<file path="config.mk">
export PLATFORM = sky130hd
export DESIGN_NAME = ttlsf_front
export DESIGN_NICKNAME = d
export VERILOG_FILES = /design/src/rtl/ttlsf_pkg.sv /design/src/rtl/ttlsf_front.sv
export SDC_FILE = /design/constraint.sdc
export NUM_CORES = 2
export LEC_CHECK = 0
export BUFFER_PORTS_ARGS = -buffer_cell sky130_fd_sc_hd__clkbuf_2
export CAP_MARGIN = 15
export CORE_MARGIN = 8
export CORE_UTILIZATION = 55
export CTS_BUF_LIST = sky130_fd_sc_hd__clkbuf_4
export DETAILED_ROUTE_END_ITERATION = 16
export PLACE_DENSITY = 0.72
export SLEW_MARGIN = 40
export SYNTH_ARGS = -nofsm -noshare
export SYNTH_HDL_FRONTEND = slang
export SYNTH_SLANG_ARGS = --single-unit
</file>
<file path="constraint.sdc">
create_clock -name clock -period 28.5 [get_ports clock]
set_input_delay 1.425 -clock clock [delete_from_list [all_inputs] [get_ports clock]]
set_output_delay 1.425 -clock clock [all_outputs]
set_load 0.05 [all_outputs]
</file>
<file path="src/rtl/ttlsf_pkg.sv">
package ttlsf_pkg;

   // Field and datapath widths.
   localparam int IN_W     = 16;
   localparam int SUM_W    = 48;
   localparam int PROD_W   = 2 * SUM_W;
   localparam int ACC_W    = PROD_W + 2;
   localparam int OUT_FRAC = 16;
   localparam int NUM_W    = PROD_W + OUT_FRAC;
   localparam int COEF_W   = 32;
   localparam int CHUNK_W  = 16;

   // Default depth of the queue between the accumulator and the solver.
   localparam int QUEUE_DEPTH_DEF = 2;

   // Saturation limits of a Q16.16 coefficient.
   localparam logic [COEF_W-1:0] COEF_MAX = {1'b0, {(COEF_W-1){1'b1}}};
   localparam logic [COEF_W-1:0] COEF_MIN = {1'b1, {(COEF_W-1){1'b0}}};

   // The five product sums of one data set.
   typedef struct packed {
      logic [SUM_W-1:0] by;
      logic [SUM_W-1:0] ay;
      logic [SUM_W-1:0] bb;
      logic [SUM_W-1:0] ab;
      logic [SUM_W-1:0] aa;
   } sums_type;

   // Solver sequencer states.
   typedef enum logic [3:0] {
      S_IDLE,
      S_MUL,
      S_COMMIT,
      S_DET,
      S_DIV_SETUP,
      S_DIV_CHECK,
      S_DIV_STEP,
      S_DIV_DONE,
      S_OUT
   } state_type;

endpackage

</file>
<file path="src/rtl/ttlsf_front.sv">
module ttlsf_front (
   input  logic                        clock,
   input  logic                        reset,
   input  logic                        req_valid,
   output logic                        req_stall,
   input  logic signed [15:0]          req_reg_a,
   input  logic signed [15:0]          req_reg_b,
   input  logic signed [15:0]          req_response,
   input  logic                        req_last,
   input  logic                        queue_full,
   output logic                        push,
   output ttlsf_pkg::sums_type         push_data
);
   import ttlsf_pkg::*;

   sums_type sums_ff, sums_in, sums_next;
   logic signed [2*IN_W-1:0] p_aa, p_ab, p_bb, p_ay, p_by;
   logic accept;

   // A word is taken whenever the queue has room for a finished set.
   assign req_stall = queue_full;
   assign accept    = req_valid && !queue_full;

   // Five sample products, one lane each.
   assign p_aa = (2*IN_W)'(req_reg_a) * (2*IN_W)'(req_reg_a);
   assign p_ab = (2*IN_W)'(req_reg_a) * (2*IN_W)'(req_reg_b);
   assign p_bb = (2*IN_W)'(req_reg_b) * (2*IN_W)'(req_reg_b);
   assign p_ay = (2*IN_W)'(req_reg_a) * (2*IN_W)'(req_response);
   assign p_by = (2*IN_W)'(req_reg_b) * (2*IN_W)'(req_response);

   // Running sums including the current sample.
   always_comb begin
      sums_next.aa = sums_ff.aa + SUM_W'(p_aa);
      sums_next.ab = sums_ff.ab + SUM_W'(p_ab);
      sums_next.bb = sums_ff.bb + SUM_W'(p_bb);
      sums_next.ay = sums_ff.ay + SUM_W'(p_ay);
      sums_next.by = sums_ff.by + SUM_W'(p_by);
   end

   // The last sample hands the completed sums to the queue and starts over.
   always_comb begin
      sums_in   = sums_ff;
      push      = 1'b0;
      push_data = sums_next;
      if (accept) begin
         if (req_last) begin
            push    = 1'b1;
            sums_in = '0;
         end else begin
            sums_in = sums_next;
         end
      end
   end

   always_ff @(posedge clock) begin
      if (reset) begin
         sums_ff <= '0;
      end else begin
         sums_ff <= sums_in;
      end
   end

endmodule

</file>
==> flow_summary.json <==
{
  "path_common_cell": "fa_1",
  "r2r_start": "sums_ff[144]",
  "worstPathArrival_ps": 11520,
  "coreArea_um2": 121000,
  "overflow": 0,
  "rows": 128,
  "ys_seq_elements": 240,
  "synth_top_family_by_area": "adder cells",
  "dieArea_um2": 133000,
  "wl_per_cell_um": 18.4,
  "critPathBufInv": 6,
  "drc": 0,
  "post_cts_resize_count": 0,
  "finalMaxSlewViolations": 0,
  "top_regs": "sums_ff (240)",
  "fin_crit_sh_pct": 45.4,
  "critical_path_class": "input port to output port",
  "hp-start": "sums_ff[191]",
  "synth_nets": 9602,
  "start_util_pct": 55.1,
  "min_to": "sums_ff[191]",
  "via_count": 52600,
  "cts_tree": "done",
  "clock_latency_ps": 1020,
  "root_buffer": "clkbuf_4",
  "layout_min_cycle_time_ps": 12940,
  "hold_depth": 1,
  "max_stage_delay_ps": 770,
  "largest_register_ffs": 240,
  "synth-xor-area-share_pct": 5.35,
  "rr_worst_depth": 14,
  "hold_path.class": "register to register",
  "grt_first_pass_wirelength_um": 286000,
  "timing.fmax_mhz": 77.3,
  "place_hpwl_um": 135000,
  "rr_endpoint": "sums_ff[190]",
  "largest-register": "sums_ff",
  "drive_gt1_share_pct": 6.87,
  "antenna_found_initial": 10,
  "setup_viol": 0,
  "reg2reg_slack_ps": 24560,
  "synth.avg_cell_area_um2": 8.78,
  "crit_slowest_cell": "clkinv_1",
  "ys.flop_type": "dfxtp_1",
  "drv_cap": 0,
  "status": "finished, final reports clean",
  "cts_buffers": 79,
  "cpLargestDelayFamily": "adder cells",
  "dr.pass1.iters": 8,
  "path_clk_slew_ps": 60,
  "io_buffers": 294,
  "synth_compound_area_share_pct": 13.0,
  "grt_pass1_vias": 55800,
  "fin_skew_ps": 71.6,
  "ctsHoldBuffers": 0,
  "synth_async_sr_flop_share_pct": 0,
  "muxShareOfSynthArea_pct": 0.0449,
  "rsz0062_at_grt": "no",
  "yosys.area_share.simple_pct": 13.4,
  "post_synth_instance_area_um2": 66800,
  "synth_fa_ha_area_share_pct": 50.4,
  "grt_max_degree": 64,
  "place_congestion": 0.915,
  "viasPerCell": 5.59,
  "setup-tns-final_ps": 0,
  "crit_fanout": 45,
  "syn_to_final_growth_pct": 5.75,
  "netlist_instances": 7610,
  "synth-seq-area-share_pct": 7.19,
  "nets": 9718,
  "cts_max_level": 3,
  "pin_count": 295,
  "synth_edf_count": 0,
  "die_y_um": 365,
  "cts_sinks": 240,
  "holdWs_ps": 487,
  "drtAntennaViolNets": 0,
  "required_ps": 27070,
  "wl_um": 173000,
  "grt_usage_pct": 26.5,
  "post_cts.repair.setup_buffers": 0,
  "die_w_um": 365,
  "netlist-cell-type-count": 86,
  "clockBufferDepth": 3,
  "drt-initial-drc-count": 3396,
  "endpoint_kind": "output port",
  "slew_headroom_pct": 41.8,
  "start_kind": "input port",
  "tightest_slew_ps": 873,
  "yosys_warnings": 0,
  "hold_viol": 0,
  "utilization_pct": 58.3
}
==> metal layers <==
layer / track usage (%) / up-vias / part of all wire, %
met1: 33.3 / 26400 / 40
met3: 4.60 / 368 / 7.0
met2: 46.0 / 1657 / 49
met4: 9.46 / 0 / 3.5
li1: - / 24300 / -
met5: 0 / - / 0
==> cells in the mapped netlist, types with 46 or more instances <==
cell type  count  area [um^2]
dfxtp_1      240         4800
nand3_1       74          370
nand2_1      634         2380
o21a_1        66          495
a22oi_1      135         1010
nor3_1        52          260
nor2b_1       46          288
o21ai_0      153          766
o21bai_1      50          375
a22o_1        97          850
xnor2_1      306         2680
inv_1       1554         5830
clkbuf_1     301         1130
nand2b_1      47          294
xor2_1        97          850
and2_1       431         2700
ha_1         684         8560
nor2_1       450         1690
fa_1        1255        25100
a21o_1       212         1590
a21oi_1      306         1530
==> cell families (layout without fill, tap and decap cells) <==
logic type               Yosys count  after routing
adder cells (fa/ha/maj)         1939           1939
buffers and inverters           1876           2040
flip-flops                       240            240
multiplexers                       3              3
AO/OA/AOI/OAI                   1266           1266
AND/OR/NAND/NOR                 1881           1881
XOR/XNOR                         405            405
other                              0             14
==> how the worst max path moves through the flow <==
stage,start,endpoint,slack [ps],cells past startpoint
floorplan,req_reg_b[15],push_data[143],16180,29
global placement,req_reg_b[15],push_data[143],15410,31
detailed placement,req_reg_a[15],push_data[95],15590,35
CTS,req_reg_a[15],push_data[95],15550,35
global route,req_reg_a[15],push_data[95],14970,35
finish,req_reg_a[15],push_data[95],15560,35
==> per-stage QoR <==
| step | std cells | area [um^2] | setup slack [ps] |
|---|---|---|---|
| 6_report | 9413 | 70600 | 15560 |
| 4_1_cts | 9398 | 70600 | 15550 |
| 3_3_place_gp | 9266 | 69600 | 15410 |
| 5_1_grt | 9404 | 70600 | 14970 |
| 3_5_place_dp | 9269 | 69600 | 15590 |
| 2_1_floorplan | 7610 | 66800 | 16180 |
==> cell type report <==
cell class,count,area [um^2]
tap,1625,2030
inverter,1561,5860
timing repair buffer,350,1960
fill,10800,50600
clock inverter,22,134
antenna,14,35.0
clock buffer,107,803
sequential,240,4800
multi-input combinational,5494,55000
==> layout by cell type (no fill, tap or decap), types with 97 or more instances in the layout <==
cell,instances
a21o_1,212
a21oi_1,306
a22o_1,97
a22oi_1,135
and2_1,431
clkbuf_2,290
clkbuf_4,107
dfxtp_1,240
fa_1,1255
ha_1,684
inv_1,1554
nand2_1,634
nor2_1,448
o21ai_0,153
xnor2_1,305
xor2_1,97
Power is left out: the tool's default activity adds up to more than one toggle a clock period on the data nets, which glitch-free logic cannot reach.
