## src/rtl/ttlsf_pkg.sv

```systemverilog
package ttlsf_pkg;

   // Field and datapath widths.
   localparam int IN_W     = 16;
   localparam int SUM_W    = 48;
   localparam int PROD_W   = 2 * SUM_W;
   localparam int ACC_W    = PROD_W + 2;
   localparam int OUT_FRAC = 16;
   localparam int NUM_W    = PROD_W + OUT_FRAC;
   localparam int COEF_W   = 32;
   localparam int CHUNK_W  = 16;

   // Default depth of the queue between the accumulator and the solver.
   localparam int QUEUE_DEPTH_DEF = 2;

   // Saturation limits of a Q16.16 coefficient.
   localparam logic [COEF_W-1:0] COEF_MAX = {1'b0, {(COEF_W-1){1'b1}}};
   localparam logic [COEF_W-1:0] COEF_MIN = {1'b1, {(COEF_W-1){1'b0}}};

   // The five product sums of one data set.
   typedef struct packed {
      logic [SUM_W-1:0] by;
      logic [SUM_W-1:0] ay;
      logic [SUM_W-1:0] bb;
      logic [SUM_W-1:0] ab;
      logic [SUM_W-1:0] aa;
   } sums_type;

   // Solver sequencer states.
   typedef enum logic [3:0] {
      S_IDLE,
      S_MUL,
      S_COMMIT,
      S_DET,
      S_DIV_SETUP,
      S_DIV_CHECK,
      S_DIV_STEP,
      S_DIV_DONE,
      S_OUT
   } state_type;

endpackage

```

## src/rtl/ttlsf_queue.sv

```systemverilog
module ttlsf_queue #(
   parameter int DEPTH = ttlsf_pkg::QUEUE_DEPTH_DEF
) (
   input  logic                  clock,
   input  logic                  reset,
   input  logic                  push,
   input  ttlsf_pkg::sums_type   push_data,
   output logic                  full,
   output logic                  head_valid,
   output ttlsf_pkg::sums_type   head_data,
   input  logic                  pop
);
   import ttlsf_pkg::*;

   localparam int PTR_W = $clog2(DEPTH);
   localparam int CNT_W = $clog2(DEPTH + 1);

   sums_type           entry_ff [DEPTH];
   logic [PTR_W-1:0]   wr_ptr_ff, wr_ptr_in, rd_ptr_ff, rd_ptr_in;
   logic [CNT_W-1:0]   count_ff, count_in;

   assign full       = (count_ff == CNT_W'(DEPTH));
   assign head_valid = (count_ff != '0);
   assign head_data  = entry_ff[rd_ptr_ff];

   // Pointer and fill count updates; pointers wrap at the depth.
   always_comb begin
      wr_ptr_in = wr_ptr_ff;
      rd_ptr_in = rd_ptr_ff;
      count_in  = count_ff;
      if (push) begin
         wr_ptr_in = (wr_ptr_ff == PTR_W'(DEPTH - 1)) ? '0 : wr_ptr_ff + 1'b1;
      end
      if (pop) begin
         rd_ptr_in = (rd_ptr_ff == PTR_W'(DEPTH - 1)) ? '0 : rd_ptr_ff + 1'b1;
      end
      if (push && !pop) begin
         count_in = count_ff + 1'b1;
      end else if (pop && !push) begin
         count_in = count_ff - 1'b1;
      end
   end

   always_ff @(posedge clock) begin
      if (reset) begin
         wr_ptr_ff <= '0;
         rd_ptr_ff <= '0;
         count_ff  <= '0;
      end else begin
         wr_ptr_ff <= wr_ptr_in;
         rd_ptr_ff <= rd_ptr_in;
         count_ff  <= count_in;
      end
   end

   // Entry storage.
   always_ff @(posedge clock) begin
      if (push) begin
         entry_ff[wr_ptr_ff] <= push_data;
      end
   end

endmodule

```

## config.mk

```make
export PLATFORM = sky130hd
export DESIGN_NAME = ttlsf_queue
export DESIGN_NICKNAME = d
export VERILOG_FILES = /design/src/rtl/ttlsf_pkg.sv /design/src/rtl/ttlsf_queue.sv
export SDC_FILE = /design/constraint.sdc
export NUM_CORES = 1
export LEC_CHECK = 0
export BUFFER_PORTS_ARGS = -buffer_cell sky130_fd_sc_hd__clkbuf_2
export CORE_MARGIN = 2
export CORE_UTILIZATION = 30
export DETAILED_ROUTE_END_ITERATION = 8
export PLACE_DENSITY_LB_ADDON = 0.25
export SYNTH_ARGS = -nofsm -noshare
export SYNTH_HDL_FRONTEND = slang
export SYNTH_SLANG_ARGS = --single-unit
export TNS_END_PERCENT = 100
```

## constraint.sdc

```tcl
create_clock -name clock -period 20.3 [get_ports clock]
set_clock_uncertainty 0.1 [all_clocks]
set_input_delay 4.06 -clock clock [delete_from_list [all_inputs] [get_ports clock]]
set_output_delay 4.06 -clock clock [all_outputs]
set_load 0.01 [all_outputs]
```

==> out/qor.yml <==
grt:
  grtUsageMet3_pct: 4.84
  antenna_found_initial: 4
  grt_use_met1_pct: 13.7
  grt.total_usage_pct: 12.3
  grt_use_met2_pct: 21.4
  grt_pass1_wl_um: 58800
  overflow: 0
  grt_pass1_vias: 9580
  grt_max_degree: 149
  top_usage_layer: "met2"
floorplanning:
  row_count: 91
  core_um2: 61400
  die_area_um2: 63800
  die_y_um: 253
  start_util_pct: 30.2
  die_x_um: 253
  ios: 486
timing:
  worst_slew_pin_slew_ns: 1.22
  rsz0062_at_grt: "false"
  fmax_mhz: 123
  finalSetupTns_ns: 0
  hold_viol: 0
  period_needed_ns: 8.15
  final_max_slew_viol_count: 0
  final-setup-viol-count: 0
  relSlewSlack_pct: 18.7
  min_period_over_period_pct: 40.2
power:
  power.share.switching_pct: 22.5
  p_int_uw: 1850
  power_frac_comb_pct: 11.3
  p_clk_share_pct: 38.7
  seq_power_share_pct: 50.0
  pwr_density_cell_nw_per_um2: 103
  leakagePower_uw: 0.00914
  switchingPower_uw: 537
  ir_worst_vdd_v: 0.0000676
synthesis:
  synthCells: 769
  ys_ff_latch: 485
  syn_area_um2: 18500
  yosys_warnings: 0
  ys_top_cells_by_area: "edfxtp_1 (78%), mux2_4 (16%), mux2_2 (2.4%)"
  seq_area_frac_synth_pct: 78.3
  syn_avg_cell_area_um2: 24.1
  synth_cell_types: 18
  synthesis.nets: 1014
  yosys.area.top_type: "edfxtp_1"
  yosys.area.top_type_share_pct: 77.7
setup_path:
  arrival_ns: 3.99
  timing.rr.end: "entry_ff[0][99]$_DFFE_PP_"
  path_max_fanout: 60
  startpoint_type: "flop"
  required_ns: 16.14
  path_delay_family: "buffers and inverters"
  reg2reg_depth: 3
  critical_path.most_common_cell: "buf_4"
  max_stage_delay_ns: 0.99
  crit_type: "reg2out"
  crit_chain: "buf_4, buf_4, mux2_4, clkbuf_2"
  rr_startpoint: "wr_ptr_ff$_SDFFE_PP0P_"
  crit_path_end_kind: "output pin"
  slowest_stage: "dfxtp_4"
  rrSetupSlack_ns: 16.87
  cp_num_buf_inv: 3
layout:
  num-nets-final: 1535
  final_cell_mix: "clkbuf_2 (485), edfxtp_1 (480), mux2_4 (200)"
  drive_gt1_share_pct: 61.0
  final_area_um2: 23300
  area_delta_synth_final_pct: 25.4
  final_common_cell: "clkbuf_2"
placement:
  gp_congestion: 0.758
  postPlaceCellArea_um2: 21600
  dp_hpwl_um: 27900
  io_buffer_count: 485
route:
  vias: 9032
  drt_iter0_drc: 377
  drtPass1Iterations: 4
  drc: 0
  routed_wl_um: 41200
  ant_nets: 0
  vias_per_cell: 4.25
  avgRoutedWirePerCell_um: 19.4
hold_path:
  holdCritPathClass: "reg2reg"
  holdPathStages: 2
  hold_end: "count_ff[1]$_SDFFE_PP0P_"
  worst_hold_startpoint: "count_ff[1]$_SDFFE_PP0P_"
clock_network:
  cts.sinks: 485
  ctsRootBufferMaster: "clkbuf_16"
  clock_path_buffers: 3
  cts_tree: "built"
  clock_latency_ns: 0.58
  cts_buffers: 52
  cts_setup_buffers: 0
  htreeDepth: 2
  cts.clk_slew.worst_paths_ns: 0.06
  cts_resized: 0
  holdBufCountCts: 0
flow_run:
  max-cap-violations: 0
run_status:
  status: "complete, no violations"
area by class of cell:
cell class	instances	area, um^2
repair buffers	494	2510
flip-flops and latches	485	14500
clock buffers	64	1380
clock inverters	33	289
well taps	790	988
multi-input cells	256	3570
fillers	5687	38100
diodes	2	5.00
inverters	1	3.75
metal layers:
layer  share of wire (%)  wire, um
met4                 2.4      1010
met2                  51     21000
met1                  38     15500
met5               0.066        27
met3                 9.1      3740
worst max path at each step:
stage	to	depth (start not counted)	start
6_report	head_data[98]	4	flop
2_1_floorplan	entry_ff[0][0]$_DFFE_PP_	1	push
3_3_place_gp	head_data[98]	4	flop
5_1_grt	head_data[98]	4	flop
4_1_cts	head_data[98]	4	flop
3_5_place_dp	head_data[98]	4	flop
worst min-delay path, stage by stage (launching register included):
cell     delay (ns)
dfxtp_1        0.33
o21ai_0        0.08
a21oi_1        0.06
power by group through the flow:
stage | Sequential [uW] | Combinational, uW | Clock [uW]
floorplan | 1220 | 181 | 0
global placement | 1210 | 273 | 0
detailed placement | 1210 | 277 | 0
CTS | 1190 | 277 | 959
global route | 1200 | 291 | 995
finish | 1190 | 271 | 924
metrics by stage:
step                std cells  hold slack (ns)  util [%]  setup slack [ns]  power [uW]
floorplan                 769            0.356         -              4.93        1400
global placement         2026            0.383      35.2             12.76        1490
detailed placement       2026            0.402      35.2             12.71        1490
CTS                      2123            0.426      37.9             12.05        2430
global route             2124            0.456      37.9             11.90        2480
finish                   2125            0.422      37.9             12.15        2390
cell families (layout without fill, tap and decap cells):
kind of cell / Yosys count / after routing / share of synthesized area, %
buffers and inverters: 28 / 592 / 2.56
muxes: 240 / 240 / 18.6
DFF: 485 / 485 / 78.3
other: 0 / 2 / 0
AOI/OAI and AO/OA: 2 / 2 / 0.0539
and+or+nand+nor: 9 / 9 / 0.250
adders and majority gates: 1 / 1 / 0.0675
xor gates and xnor gates: 4 / 4 / 0.189
synthesized netlist by cell type:
master and count:
mux2_4 200, and2_1 1, a21oi_1 1, buf_2 4, dfxtp_1 5, xor2_1 2
edfxtp_1 480, ha_1 1, nor2b_1 2, buf_6 1, or3_1 1, mux2_2 40
o21ai_0 1, nor2_1 4, xnor2_1 2, inv_1 1, buf_12 22, or2_2 1
state kept, by name, summed over array words and instances, names as in the netlist, named ones only:
signal / count
count_ff: 2
entry_ff: 480
rd_ptr_ff: 1
wr_ptr_ff: 1
Power figures use the tool's default switching activity.
